`src/design/eppa_pkg.sv`:
```
`default_nettype none
// ----------------------------------------------------------------------------
// eppa_pkg
// Types, constants and the saturating step function shared by the PWM
// parameter adjuster.
// ----------------------------------------------------------------------------
package eppa_pkg;

    localparam int unsigned FREQ_W  = 22;
    localparam int unsigned DUTY_W  = 7;
    localparam int unsigned DEAD_W  = 13;
    localparam int unsigned COUNT_W = 7;
    localparam int unsigned FSTEP_W = 16;
    localparam int unsigned CFG_W   = 22;
    localparam int unsigned CIDX_W  = 3;

    typedef enum logic [1:0] {
        OP_FREQ   = 2'd0,
        OP_DUTY   = 2'd1,
        OP_DEAD   = 2'd2,
        OP_TOGGLE = 2'd3
    } t_opcode;

    typedef enum logic [CIDX_W-1:0] {
        CFG_FREQ_FINE   = 3'd0,
        CFG_FREQ_COARSE = 3'd1,
        CFG_DUTY_FINE   = 3'd2,
        CFG_DUTY_COARSE = 3'd3,
        CFG_DEAD_FINE   = 3'd4,
        CFG_DEAD_COARSE = 3'd5,
        CFG_FREQ_UPPER  = 3'd6,
        CFG_DEAD_UPPER  = 3'd7
    } t_cfg_index;

    typedef struct packed {
        t_opcode opcode;
        logic    qualified;
        logic    increase;
        logic    coarse;
        logic    preset_first;
        logic    preset_second;
    } t_in_item;

    typedef struct packed {
        logic               active_set;
        logic [FREQ_W-1:0]  frequency;
        logic [DUTY_W-1:0]  duty;
        logic [DEAD_W-1:0]  dead_time;
        logic [COUNT_W-1:0] change_count;
    } t_out_item;

    typedef struct packed {
        logic [FSTEP_W-1:0] freq_fine_step;
        logic [FSTEP_W-1:0] freq_coarse_step;
        logic [DUTY_W-1:0]  duty_fine_step;
        logic [DUTY_W-1:0]  duty_coarse_step;
        logic [DEAD_W-1:0]  dead_fine_step;
        logic [DEAD_W-1:0]  dead_coarse_step;
        logic [FREQ_W-1:0]  freq_upper_limit;
        logic [DEAD_W-1:0]  dead_upper_limit;
    } t_cfg;

    // Register reset values.
    localparam logic [FSTEP_W-1:0] RST_FREQ_FINE   = 16'd10;
    localparam logic [FSTEP_W-1:0] RST_FREQ_COARSE = 16'd1000;
    localparam logic [DUTY_W-1:0]  RST_DUTY_FINE   = 7'd1;
    localparam logic [DUTY_W-1:0]  RST_DUTY_COARSE = 7'd5;
    localparam logic [DEAD_W-1:0]  RST_DEAD_FINE   = 13'd5;
    localparam logic [DEAD_W-1:0]  RST_DEAD_COARSE = 13'd50;
    localparam logic [FREQ_W-1:0]  RST_FREQ_UPPER  = 22'd2500000;
    localparam logic [DEAD_W-1:0]  RST_DEAD_UPPER  = 13'd6000;

    // Parameter set reset values.
    localparam logic [FREQ_W-1:0] RST_FREQ_FIRST  = 22'd2000;
    localparam logic [FREQ_W-1:0] RST_FREQ_SECOND = 22'd3000;
    localparam logic [DUTY_W-1:0] RST_DUTY_FIRST  = 7'd50;
    localparam logic [DUTY_W-1:0] RST_DUTY_SECOND = 7'd40;
    localparam logic [DEAD_W-1:0] RST_DEAD_FIRST  = 13'd0;
    localparam logic [DEAD_W-1:0] RST_DEAD_SECOND = 13'd5;

    // Presets loaded by a toggle.
    localparam logic [FREQ_W-1:0] PRE_FREQ        = 22'd60000;
    localparam logic [DUTY_W-1:0] PRE_DUTY_FIRST  = 7'd50;
    localparam logic [DUTY_W-1:0] PRE_DUTY_SECOND = 7'd49;
    localparam logic [DEAD_W-1:0] PRE_DEAD_FIRST  = 13'd6;
    localparam logic [DEAD_W-1:0] PRE_DEAD_SECOND = 13'd10;

    // Field limits.
    localparam logic [FREQ_W-1:0] FREQ_FLOOR = 22'd10;
    localparam logic [FREQ_W-1:0] DUTY_FLOOR = 22'd2;
    localparam logic [FREQ_W-1:0] DUTY_CEIL  = 22'd99;
    localparam logic [FREQ_W-1:0] DEAD_FLOOR = 22'd0;

    localparam logic [COUNT_W-1:0] COUNT_WRAP    = 7'd100;
    localparam logic [COUNT_W-1:0] COUNT_RESTART = 7'd1;

    // One saturating step on a value held in the widest field width.
    // A decrease that would pass the floor, or a value already below it,
    // lands on the floor.
    function automatic logic [FREQ_W-1:0] f_move(
        input logic [FREQ_W-1:0]  v,
        input logic [FSTEP_W-1:0] step,
        input logic               up,
        input logic [FREQ_W-1:0]  lo,
        input logic [FREQ_W-1:0]  hi
    );
        logic [FREQ_W:0]   sum;
        logic [FREQ_W-1:0] above;
        logic [FREQ_W-1:0] step_x;
        logic [FREQ_W-1:0] res;
        step_x = {{(FREQ_W-FSTEP_W){1'b0}}, step};
        sum    = {1'b0, v} + {1'b0, step_x};
        above  = v - lo;
        if (up) begin
            res = (sum > {1'b0, hi}) ? hi : sum[FREQ_W-1:0];
        end else if ((v < lo) || (above < step_x)) begin
            res = lo;
        end else begin
            res = v - step_x;
        end
        return res;
    endfunction

endpackage : eppa_pkg
`default_nettype wire

```
`src/design/encoder_pwm_parameter_adjuster_core.sv`:
```
`default_nettype none
// ----------------------------------------------------------------------------
// encoder_pwm_parameter_adjuster_core
// Two-set PWM parameter adjuster driven by rotary-encoder events.
//
// Input channel (i_in_valid / o_in_ready / i_in_data) takes one event per
// beat: adjust frequency, duty or dead time of the active set, or toggle
// the active set with optional preset loads. Every event yields exactly one
// result beat on the output channel (o_out_valid / i_out_ready /
// o_out_data) showing the active set's values and the change counter after
// that event.
// An event is captured in an input register, applied to the parameter
// state, and the outcome lands in the result register. Throughput is one
// event per cycle while i_out_ready stays high; the state update is a
// single saturating add or subtract per adjust event. Step sizes and
// ceilings go in through i_cfg_we / i_cfg_index / i_cfg_data; the user
// must write them only while no event is in flight; no check enforces it.
// Reset restores the default steps, ceilings, both parameter sets and a
// zero change counter, and empties both registers. When the receiver
// stalls, the result is held and the pending event waits in the input
// register; o_in_ready drops only when both registers are occupied.
// ----------------------------------------------------------------------------
module encoder_pwm_parameter_adjuster_core (
    input  wire logic                         i_clk,
    input  wire logic                         i_rst_n,
    input  wire logic                         i_in_valid,
    output logic                              o_in_ready,
    input  wire eppa_pkg::t_in_item           i_in_data,
    output logic                              o_out_valid,
    input  wire logic                         i_out_ready,
    output eppa_pkg::t_out_item               o_out_data,
    input  wire logic                         i_cfg_we,
    input  wire logic [eppa_pkg::CIDX_W-1:0]  i_cfg_index,
    input  wire logic [eppa_pkg::CFG_W-1:0]   i_cfg_data
);
    import eppa_pkg::*;

    logic      r_in_valid;
    t_in_item  r_in_item;
    logic      r_out_valid;
    t_out_item r_out_item;
    logic      advance;
    t_cfg      cfg;
    t_out_item result;

    // An event moves on when the result register is empty or being emptied.
    assign advance    = r_in_valid && (!r_out_valid || i_out_ready);
    assign o_in_ready = !r_in_valid || advance;

    eppa_cfg_regs u_cfg_regs (
        .i_clk       (i_clk),
        .i_rst_n     (i_rst_n),
        .i_cfg_we    (i_cfg_we),
        .i_cfg_index (i_cfg_index),
        .i_cfg_data  (i_cfg_data),
        .o_cfg       (cfg)
    );

    eppa_param_core u_param_core (
        .i_clk     (i_clk),
        .i_rst_n   (i_rst_n),
        .i_advance (advance),
        .i_item    (r_in_item),
        .i_cfg     (cfg),
        .o_result  (result)
    );

    always_ff @(posedge i_clk) begin
        if (!i_rst_n) begin
            r_in_valid  <= 1'b0;
            r_out_valid <= 1'b0;
        end else begin
            if (o_in_ready) begin
                r_in_valid <= i_in_valid;
            end
            if (advance) begin
                r_out_valid <= 1'b1;
            end else if (i_out_ready) begin
                r_out_valid <= 1'b0;
            end
        end
    end

    always_ff @(posedge i_clk) begin
        if (o_in_ready && i_in_valid) begin
            r_in_item <= i_in_data;
        end
        if (advance) begin
            r_out_item <= result;
        end
    end

    assign o_out_valid = r_out_valid;
    assign o_out_data  = r_out_item;

endmodule : encoder_pwm_parameter_adjuster_core
`default_nettype wire

```
`src/design/eppa_cfg_regs.sv`:
```
`default_nettype none
// ----------------------------------------------------------------------------
// eppa_cfg_regs
// Step sizes and ceilings, written through a plain indexed write port.
// ----------------------------------------------------------------------------
module eppa_cfg_regs (
    input  wire logic                         i_clk,
    input  wire logic                         i_rst_n,
    input  wire logic                         i_cfg_we,
    input  wire logic [eppa_pkg::CIDX_W-1:0]  i_cfg_index,
    input  wire logic [eppa_pkg::CFG_W-1:0]   i_cfg_data,
    output eppa_pkg::t_cfg                    o_cfg
);
    import eppa_pkg::*;

    t_cfg r_cfg;

    always_ff @(posedge i_clk) begin
        if (!i_rst_n) begin
            r_cfg.freq_fine_step   <= RST_FREQ_FINE;
            r_cfg.freq_coarse_step <= RST_FREQ_COARSE;
            r_cfg.duty_fine_step   <= RST_DUTY_FINE;
            r_cfg.duty_coarse_step <= RST_DUTY_COARSE;
            r_cfg.dead_fine_step   <= RST_DEAD_FINE;
            r_cfg.dead_coarse_step <= RST_DEAD_COARSE;
            r_cfg.freq_upper_limit <= RST_FREQ_UPPER;
            r_cfg.dead_upper_limit <= RST_DEAD_UPPER;
        end else if (i_cfg_we) begin
            case (t_cfg_index'(i_cfg_index))
                CFG_FREQ_FINE:   r_cfg.freq_fine_step   <= i_cfg_data[FSTEP_W-1:0];
                CFG_FREQ_COARSE: r_cfg.freq_coarse_step <= i_cfg_data[FSTEP_W-1:0];
                CFG_DUTY_FINE:   r_cfg.duty_fine_step   <= i_cfg_data[DUTY_W-1:0];
                CFG_DUTY_COARSE: r_cfg.duty_coarse_step <= i_cfg_data[DUTY_W-1:0];
                CFG_DEAD_FINE:   r_cfg.dead_fine_step   <= i_cfg_data[DEAD_W-1:0];
                CFG_DEAD_COARSE: r_cfg.dead_coarse_step <= i_cfg_data[DEAD_W-1:0];
                CFG_FREQ_UPPER:  r_cfg.freq_upper_limit <= i_cfg_data[FREQ_W-1:0];
                CFG_DEAD_UPPER:  r_cfg.dead_upper_limit <= i_cfg_data[DEAD_W-1:0];
                default: begin
                end
            endcase
        end
    end

    assign o_cfg = r_cfg;

endmodule : eppa_cfg_regs
`default_nettype wire

```
`src/design/eppa_param_core.sv`:
```
`default_nettype none
// ----------------------------------------------------------------------------
// eppa_param_core
// Holds both parameter sets, the set selector and the change counter, and
// works out the state and the result that one event leaves.
// ----------------------------------------------------------------------------
module eppa_param_core (
    input  wire logic               i_clk,
    input  wire logic               i_rst_n,
    input  wire logic               i_advance,
    input  wire eppa_pkg::t_in_item i_item,
    input  wire eppa_pkg::t_cfg     i_cfg,
    output eppa_pkg::t_out_item     o_result
);
    import eppa_pkg::*;

    logic               r_set_sel,     n_set_sel;
    logic [FREQ_W-1:0]  r_freq_first,  n_freq_first;
    logic [FREQ_W-1:0]  r_freq_second, n_freq_second;
    logic [DUTY_W-1:0]  r_duty_first,  n_duty_first;
    logic [DUTY_W-1:0]  r_duty_second, n_duty_second;
    logic [DEAD_W-1:0]  r_dead_first,  n_dead_first;
    logic [DEAD_W-1:0]  r_dead_second, n_dead_second;
    logic [COUNT_W-1:0] r_count,       n_count;

    logic [COUNT_W-1:0] count_inc;
    logic [FREQ_W-1:0]  freq_moved;
    logic [FREQ_W-1:0]  duty_moved;
    logic [FREQ_W-1:0]  dead_moved;
    logic [FSTEP_W-1:0] freq_step;
    logic [FSTEP_W-1:0] duty_step;
    logic [FSTEP_W-1:0] dead_step;

    assign freq_step = i_item.coarse ? i_cfg.freq_coarse_step : i_cfg.freq_fine_step;
    assign duty_step = {{(FSTEP_W-DUTY_W){1'b0}},
                        i_item.coarse ? i_cfg.duty_coarse_step : i_cfg.duty_fine_step};
    assign dead_step = {{(FSTEP_W-DEAD_W){1'b0}},
                        i_item.coarse ? i_cfg.dead_coarse_step : i_cfg.dead_fine_step};

    assign freq_moved = f_move(r_set_sel ? r_freq_second : r_freq_first,
                               freq_step, i_item.increase, FREQ_FLOOR,
                               i_cfg.freq_upper_limit);
    assign duty_moved = f_move({{(FREQ_W-DUTY_W){1'b0}},
                                r_set_sel ? r_duty_second : r_duty_first},
                               duty_step, i_item.increase, DUTY_FLOOR, DUTY_CEIL);
    assign dead_moved = f_move({{(FREQ_W-DEAD_W){1'b0}},
                                r_set_sel ? r_dead_second : r_dead_first},
                               dead_step, i_item.increase, DEAD_FLOOR,
                               {{(FREQ_W-DEAD_W){1'b0}}, i_cfg.dead_upper_limit});

    // The counter skips zero when it wraps.
    assign count_inc = (r_count + 7'd1 == COUNT_WRAP) ? COUNT_RESTART : r_count + 7'd1;

    always_comb begin
        n_set_sel     = r_set_sel;
        n_freq_first  = r_freq_first;
        n_freq_second = r_freq_second;
        n_duty_first  = r_duty_first;
        n_duty_second = r_duty_second;
        n_dead_first  = r_dead_first;
        n_dead_second = r_dead_second;
        n_count       = r_count;
        case (i_item.opcode)
            OP_TOGGLE: begin
                if (i_item.qualified) begin
                    n_set_sel = ~r_set_sel;
                    if (i_item.preset_first) begin
                        n_freq_first = PRE_FREQ;
                        n_duty_first = PRE_DUTY_FIRST;
                        n_dead_first = PRE_DEAD_FIRST;
                    end
                    if (i_item.preset_second) begin
                        n_freq_second = PRE_FREQ;
                        n_duty_second = PRE_DUTY_SECOND;
                        n_dead_second = PRE_DEAD_SECOND;
                    end
                    n_count = count_inc;
                end
            end
            OP_FREQ: begin
                if (i_item.qualified) begin
                    if (r_set_sel) n_freq_second = freq_moved;
                    else           n_freq_first  = freq_moved;
                end
                n_count = count_inc;
            end
            OP_DUTY: begin
                if (i_item.qualified) begin
                    if (r_set_sel) n_duty_second = duty_moved[DUTY_W-1:0];
                    else           n_duty_first  = duty_moved[DUTY_W-1:0];
                end
                n_count = count_inc;
            end
            OP_DEAD: begin
                if (i_item.qualified) begin
                    if (r_set_sel) n_dead_second = dead_moved[DEAD_W-1:0];
                    else           n_dead_first  = dead_moved[DEAD_W-1:0];
                end
                n_count = count_inc;
            end
            default: begin
            end
        endcase

        o_result.active_set   = n_set_sel;
        o_result.frequency    = n_set_sel ? n_freq_second : n_freq_first;
        o_result.duty         = n_set_sel ? n_duty_second : n_duty_first;
        o_result.dead_time    = n_set_sel ? n_dead_second : n_dead_first;
        o_result.change_count = n_count;
    end

    always_ff @(posedge i_clk) begin
        if (!i_rst_n) begin
            r_set_sel     <= 1'b0;
            r_freq_first  <= RST_FREQ_FIRST;
            r_freq_second <= RST_FREQ_SECOND;
            r_duty_first  <= RST_DUTY_FIRST;
            r_duty_second <= RST_DUTY_SECOND;
            r_dead_first  <= RST_DEAD_FIRST;
            r_dead_second <= RST_DEAD_SECOND;
            r_count       <= '0;
        end else if (i_advance) begin
            r_set_sel     <= n_set_sel;
            r_freq_first  <= n_freq_first;
            r_freq_second <= n_freq_second;
            r_duty_first  <= n_duty_first;
            r_duty_second <= n_duty_second;
            r_dead_first  <= n_dead_first;
            r_dead_second <= n_dead_second;
            r_count       <= n_count;
        end
    end

endmodule : eppa_param_core
`default_nettype wire
```
`config.mk`:
```
export PLATFORM = sky130hd
export DESIGN_NAME = encoder_pwm_parameter_adjuster_core
export DESIGN_NICKNAME = d
export VERILOG_FILES = /design/src/design/eppa_pkg.sv /design/src/design/encoder_pwm_parameter_adjuster_core.sv /design/src/design/eppa_cfg_regs.sv /design/src/design/eppa_param_core.sv
export SDC_FILE = /design/constraint.sdc
export NUM_CORES = 1
export LEC_CHECK = 0
export BUFFER_PORTS_ARGS = -buffer_cell sky130_fd_sc_hd__clkbuf_2
export CELL_PAD_IN_SITES_DETAIL_PLACEMENT = 1
export CELL_PAD_IN_SITES_GLOBAL_PLACEMENT = 1
export CORE_ASPECT_RATIO = 0.5
export CORE_UTILIZATION = 51
export DETAILED_ROUTE_END_ITERATION = 6
export GPL_ROUTABILITY_DRIVEN = 1
export GPL_TIMING_DRIVEN = 0
export PLACE_DENSITY_LB_ADDON = 0.1
export SYNTH_ARGS = -nofsm -noshare
export SYNTH_HDL_FRONTEND = slang
export SYNTH_SLANG_ARGS = --single-unit
```
`constraint.sdc`:
```
create_clock -name i_clk -period 12.4 [get_ports i_clk]
set_clock_uncertainty 0.15 [all_clocks]
set_input_delay 3.72 -clock i_clk [delete_from_list [all_inputs] [get_ports i_clk]]
set_output_delay 3.72 -clock i_clk [all_outputs]
set_load 0.02 [all_outputs]
```
==> impl_results.md <==
* Die height at around 140 um
* Terminus of the critical flop-to-flop path: o_out_data[42]
* Gr usage total at 0.411
* Fill count at 4435
* WP data required at 12.58 ns
* Core ar. at around 35000 um2
* CP max-delay cell: buf_1
* Final core utilization at 0.579
* Post-synthesis async set-or-reset flop share at 0
* Crit path DAT at approximately 11 ns
* Switching power at around 0.80 mW
* Routed WL at roughly 77 mm
* Global-route wire length before repair at 115 mm
* Number of synthesized flops with an enable pin at 57
* Final Hold Fails at 0
* Static leakage at just over 8 nW
* Final Slew Violations at 7
* Pre-antenna DRT Iters at 7
* MaxCap Viol Count at 1
* Worst slew pin tran at 1.53 ns
* Hold-fix buffers at CTS at 0
* CTS tree: done
* Setup Viol. Count Final at 0
* Ant. Diodes at 0
* Syn Area/Cell at about 8.0 um2
* Pwr Total at between 2 and 2.5 mW
* CP most frequent cell: a21oi_1
* Top-area cell type share of the netlist area at 0.219
* Vias per cell at 6.65
* Top post-synthesis cells by area: dfxtp_1, edfxtp_1, ha_1, nand2_1, a21oi_1
* Seq. cell area at between 5000 and 6000 um2
* Largest net degree at the start of global routing at 60
* Critical path class: reg2reg
* Initial antenna violation count at 3
* CTS Buffer Depth at 3
* IO Port Bufs at between 70 and 80
* Reg power frac at 0.389
* Post-CTS setup buffers at 0
* Clk network pwr share at 0.368
* I/O pin count at 89
* #FFs+latches synth at between 200 and 300
* Die ar. at ~37000 um2
* CP delay by family, top: buffers and inverters
* Fin crit share at 0.864
* Hold depth at 2
* Warnings, synthesis at 0
* Fmax at 93.3 MHz
* Synthesized cell area at 18400 um2
* Post-synthesis sequential area ratio at 0.312
* CP bufs+invs at 10
* CTS Buf Count at 26
* Top_reg_cell synth: dfxtp_1
* Post-synthesis net count at approximately 2500
* Worst-skew pair later-pin latency at around 0.58 ns
* Routed via count at approximately 19000
* Cells after Synth at 2283
* Reg clk slew, reported paths at roughly 0.07 ns
* Reg2reg start: u_param_core.r_set_sel
* Vias in the first global route at 18835
* Cell taking the most area after synthesis: dfxtp_1
* Multi-input logic area at ~12000 um2
* Slowest stage delay, CP at around 0.90 ns
* Post-DR wirelength/cell at 26.8 um
* Hold path endpoint: u_cfg_regs.o_cfg[41]
* Peak supply drop at between 90 and 100 uV
* Clk root buf: clkbuf_16
* Area growth syn-to-layout at 10.2%
* Failing checks: capacitance limit, slew limit
* # rows at 48
* Post-DRT Antenna Nets at 0
* # resized after CTS at 0
* Initial drt markers at between 2000 and 2500
* Synth cell types at 95
* Crit start category: register
* Min-delay src: u_cfg_regs.o_cfg[41]
* Slew HR at -0.0251
* Final RePlAce weighted congestion at 0.991
* Setup TNS at 0 ns
* Setup slack, reg-to-reg at 1.68 ns
* Switching Share at 0.339
* Die X at around 270 um
* # H-tree levels at 1
* P_int at approximately 1.6 mW
* P per Cell Area at approximately 120 nW/um2
* Combinational Power Share at 0.243
* GRT Residual Overflow at 0
* Post-DP HPWL at ~59 mm
* Hold Path Class: reg2reg
* Final nets at around 2600
* Status: finished, violations left
* CP endpoint kind: register
* R2R depth at 28
* RSZ-0062 raised after global routing: no
* Layout cells sized above 1 at 0.0960
* CP max FO at 10
* Tmin final at 10.72 ns
* Clock sinks at ~260
* Residual DRC count at 0
* Initial Util at 0.525
-- cell usage after synthesis, types with 16 or more instances --
cell      instances
nand2_1         341
a21oi_1         242
dfxtp_1         201
nor2_1          155
ha_1            134
inv_1           122
o21ai_0         107
clkbuf_1         97
nand3_1          77
mux2i_1          59
edfxtp_1         57
xnor2_1          55
nor3_1           41
mux2_2           38
a221oi_1         30
nand2b_1         30
o211ai_1         29
nor2b_1          25
a211oi_1         24
a21o_1           22
xor2_1           21
a22oi_1          20
o31ai_1          20
a31oi_1          18
a221o_1          17
o21a_1           17
or2_2            17
or3_1            16
-- cell families after synthesis --
| kind of cell | after synthesis | share of synthesized area |
|---|---|---|
| flops | 258 | 0.312 |
| xor+xnor | 76 | 0.0363 |
| simple gates | 771 | 0.191 |
| fa+ha+maj | 143 | 0.101 |
| mux | 100 | 0.0583 |
| buf+inv | 255 | 0.0557 |
| compound gates | 680 | 0.245 |
-- worst max path at each step --
stage / startpoint / end / slack, ns / cells after the start
after floorplan: i_out_ready / o_in_ready / 4.46 / 2
after global placement: u_param_core.r_set_sel / o_out_data[42] / 2.61 / 28
after detailed placement: u_param_core.r_set_sel / o_out_data[42] / 2.37 / 28
after CTS: u_param_core.r_set_sel / o_out_data[42] / 2.31 / 28
after global routing: u_param_core.r_set_sel / o_out_data[42] / 1.62 / 28
final: u_param_core.r_set_sel / o_out_data[42] / 1.68 / 28
-- sequential cells by signal, indices dropped and copies added, names as in the netlist, 13 cells and up --
| name | count |
|---|---|
| u_param_core.r_dead_first | 13 |
| u_param_core.r_freq_first | 22 |
| o_out_data | 50 |
| u_cfg_regs.o_cfg | 107 |
| u_param_core.r_freq_second | 22 |
| u_param_core.r_dead_second | 13 |
-- metal layers --
| metal | track usage | share of wire |
|---|---|---|
| met5 | 0 | 0.00043 |
| met4 | 0.131 | 0.033 |
| met3 | 0.102 | 0.12 |
| met2 | 0.626 | 0.42 |
| met1 | 0.569 | 0.43 |
-- through the flow --
stage               setup slack (ns)  area (um2)  hold slack (ns)  cells
floorplan                       4.46       18400            0.283   2283
CTS                             2.31       20200            0.307   2882
detailed placement              2.37       19300            0.298   2836
finish                          1.68       20200            0.306   2882
global route                    1.62       20200            0.321   2882
global placement                2.61       19300            0.291   2836
-- area by class of cell --
class                           instances  area share
Timing Repair Buffer                   78      0.0193
Tap cell                              475      0.0294
Buffer                                130      0.0275
Inverter                              125      0.0232
Sequential cell                       258       0.283
Clock inverter                         10     0.00730
Clock buffer                           36      0.0365
Multi-Input combinational cell       1770       0.573
-- power groups by stage --
stage	clock network, mW	registers [mW]	logic [mW]
final	0.865	0.913	0.572
after CTS	0.857	0.912	0.549
after floorplan	0	0.935	0.351
after global placement	0	0.929	0.529
after global routing	0.889	0.915	0.603
after detailed placement	0	0.930	0.544
-- cells in the final DEF, fill, tap and decap left out, types with 29 or more instances in the layout --
cell,Yosys,final
nor3_1,41,41
a21oi_1,242,242
nand2_1,341,341
inv_1,122,122
mux2i_1,59,59
a221oi_1,30,30
nor2_1,155,155
clkbuf_2,7,85
ha_1,134,134
clkbuf_1,97,101
xnor2_1,55,55
o211ai_1,29,29
o21ai_0,107,107
dfxtp_1,201,201
edfxtp_1,57,57
nand2b_1,30,30
mux2_2,38,38
nand3_1,77,77
-- tightest hold or removal path: stages, from the launching register on --
cell and delay (ns):
dfxtp_1 0.31, nand2_1 0.05, a21oi_1 0.05
Power figures use the tool's default switching activity.
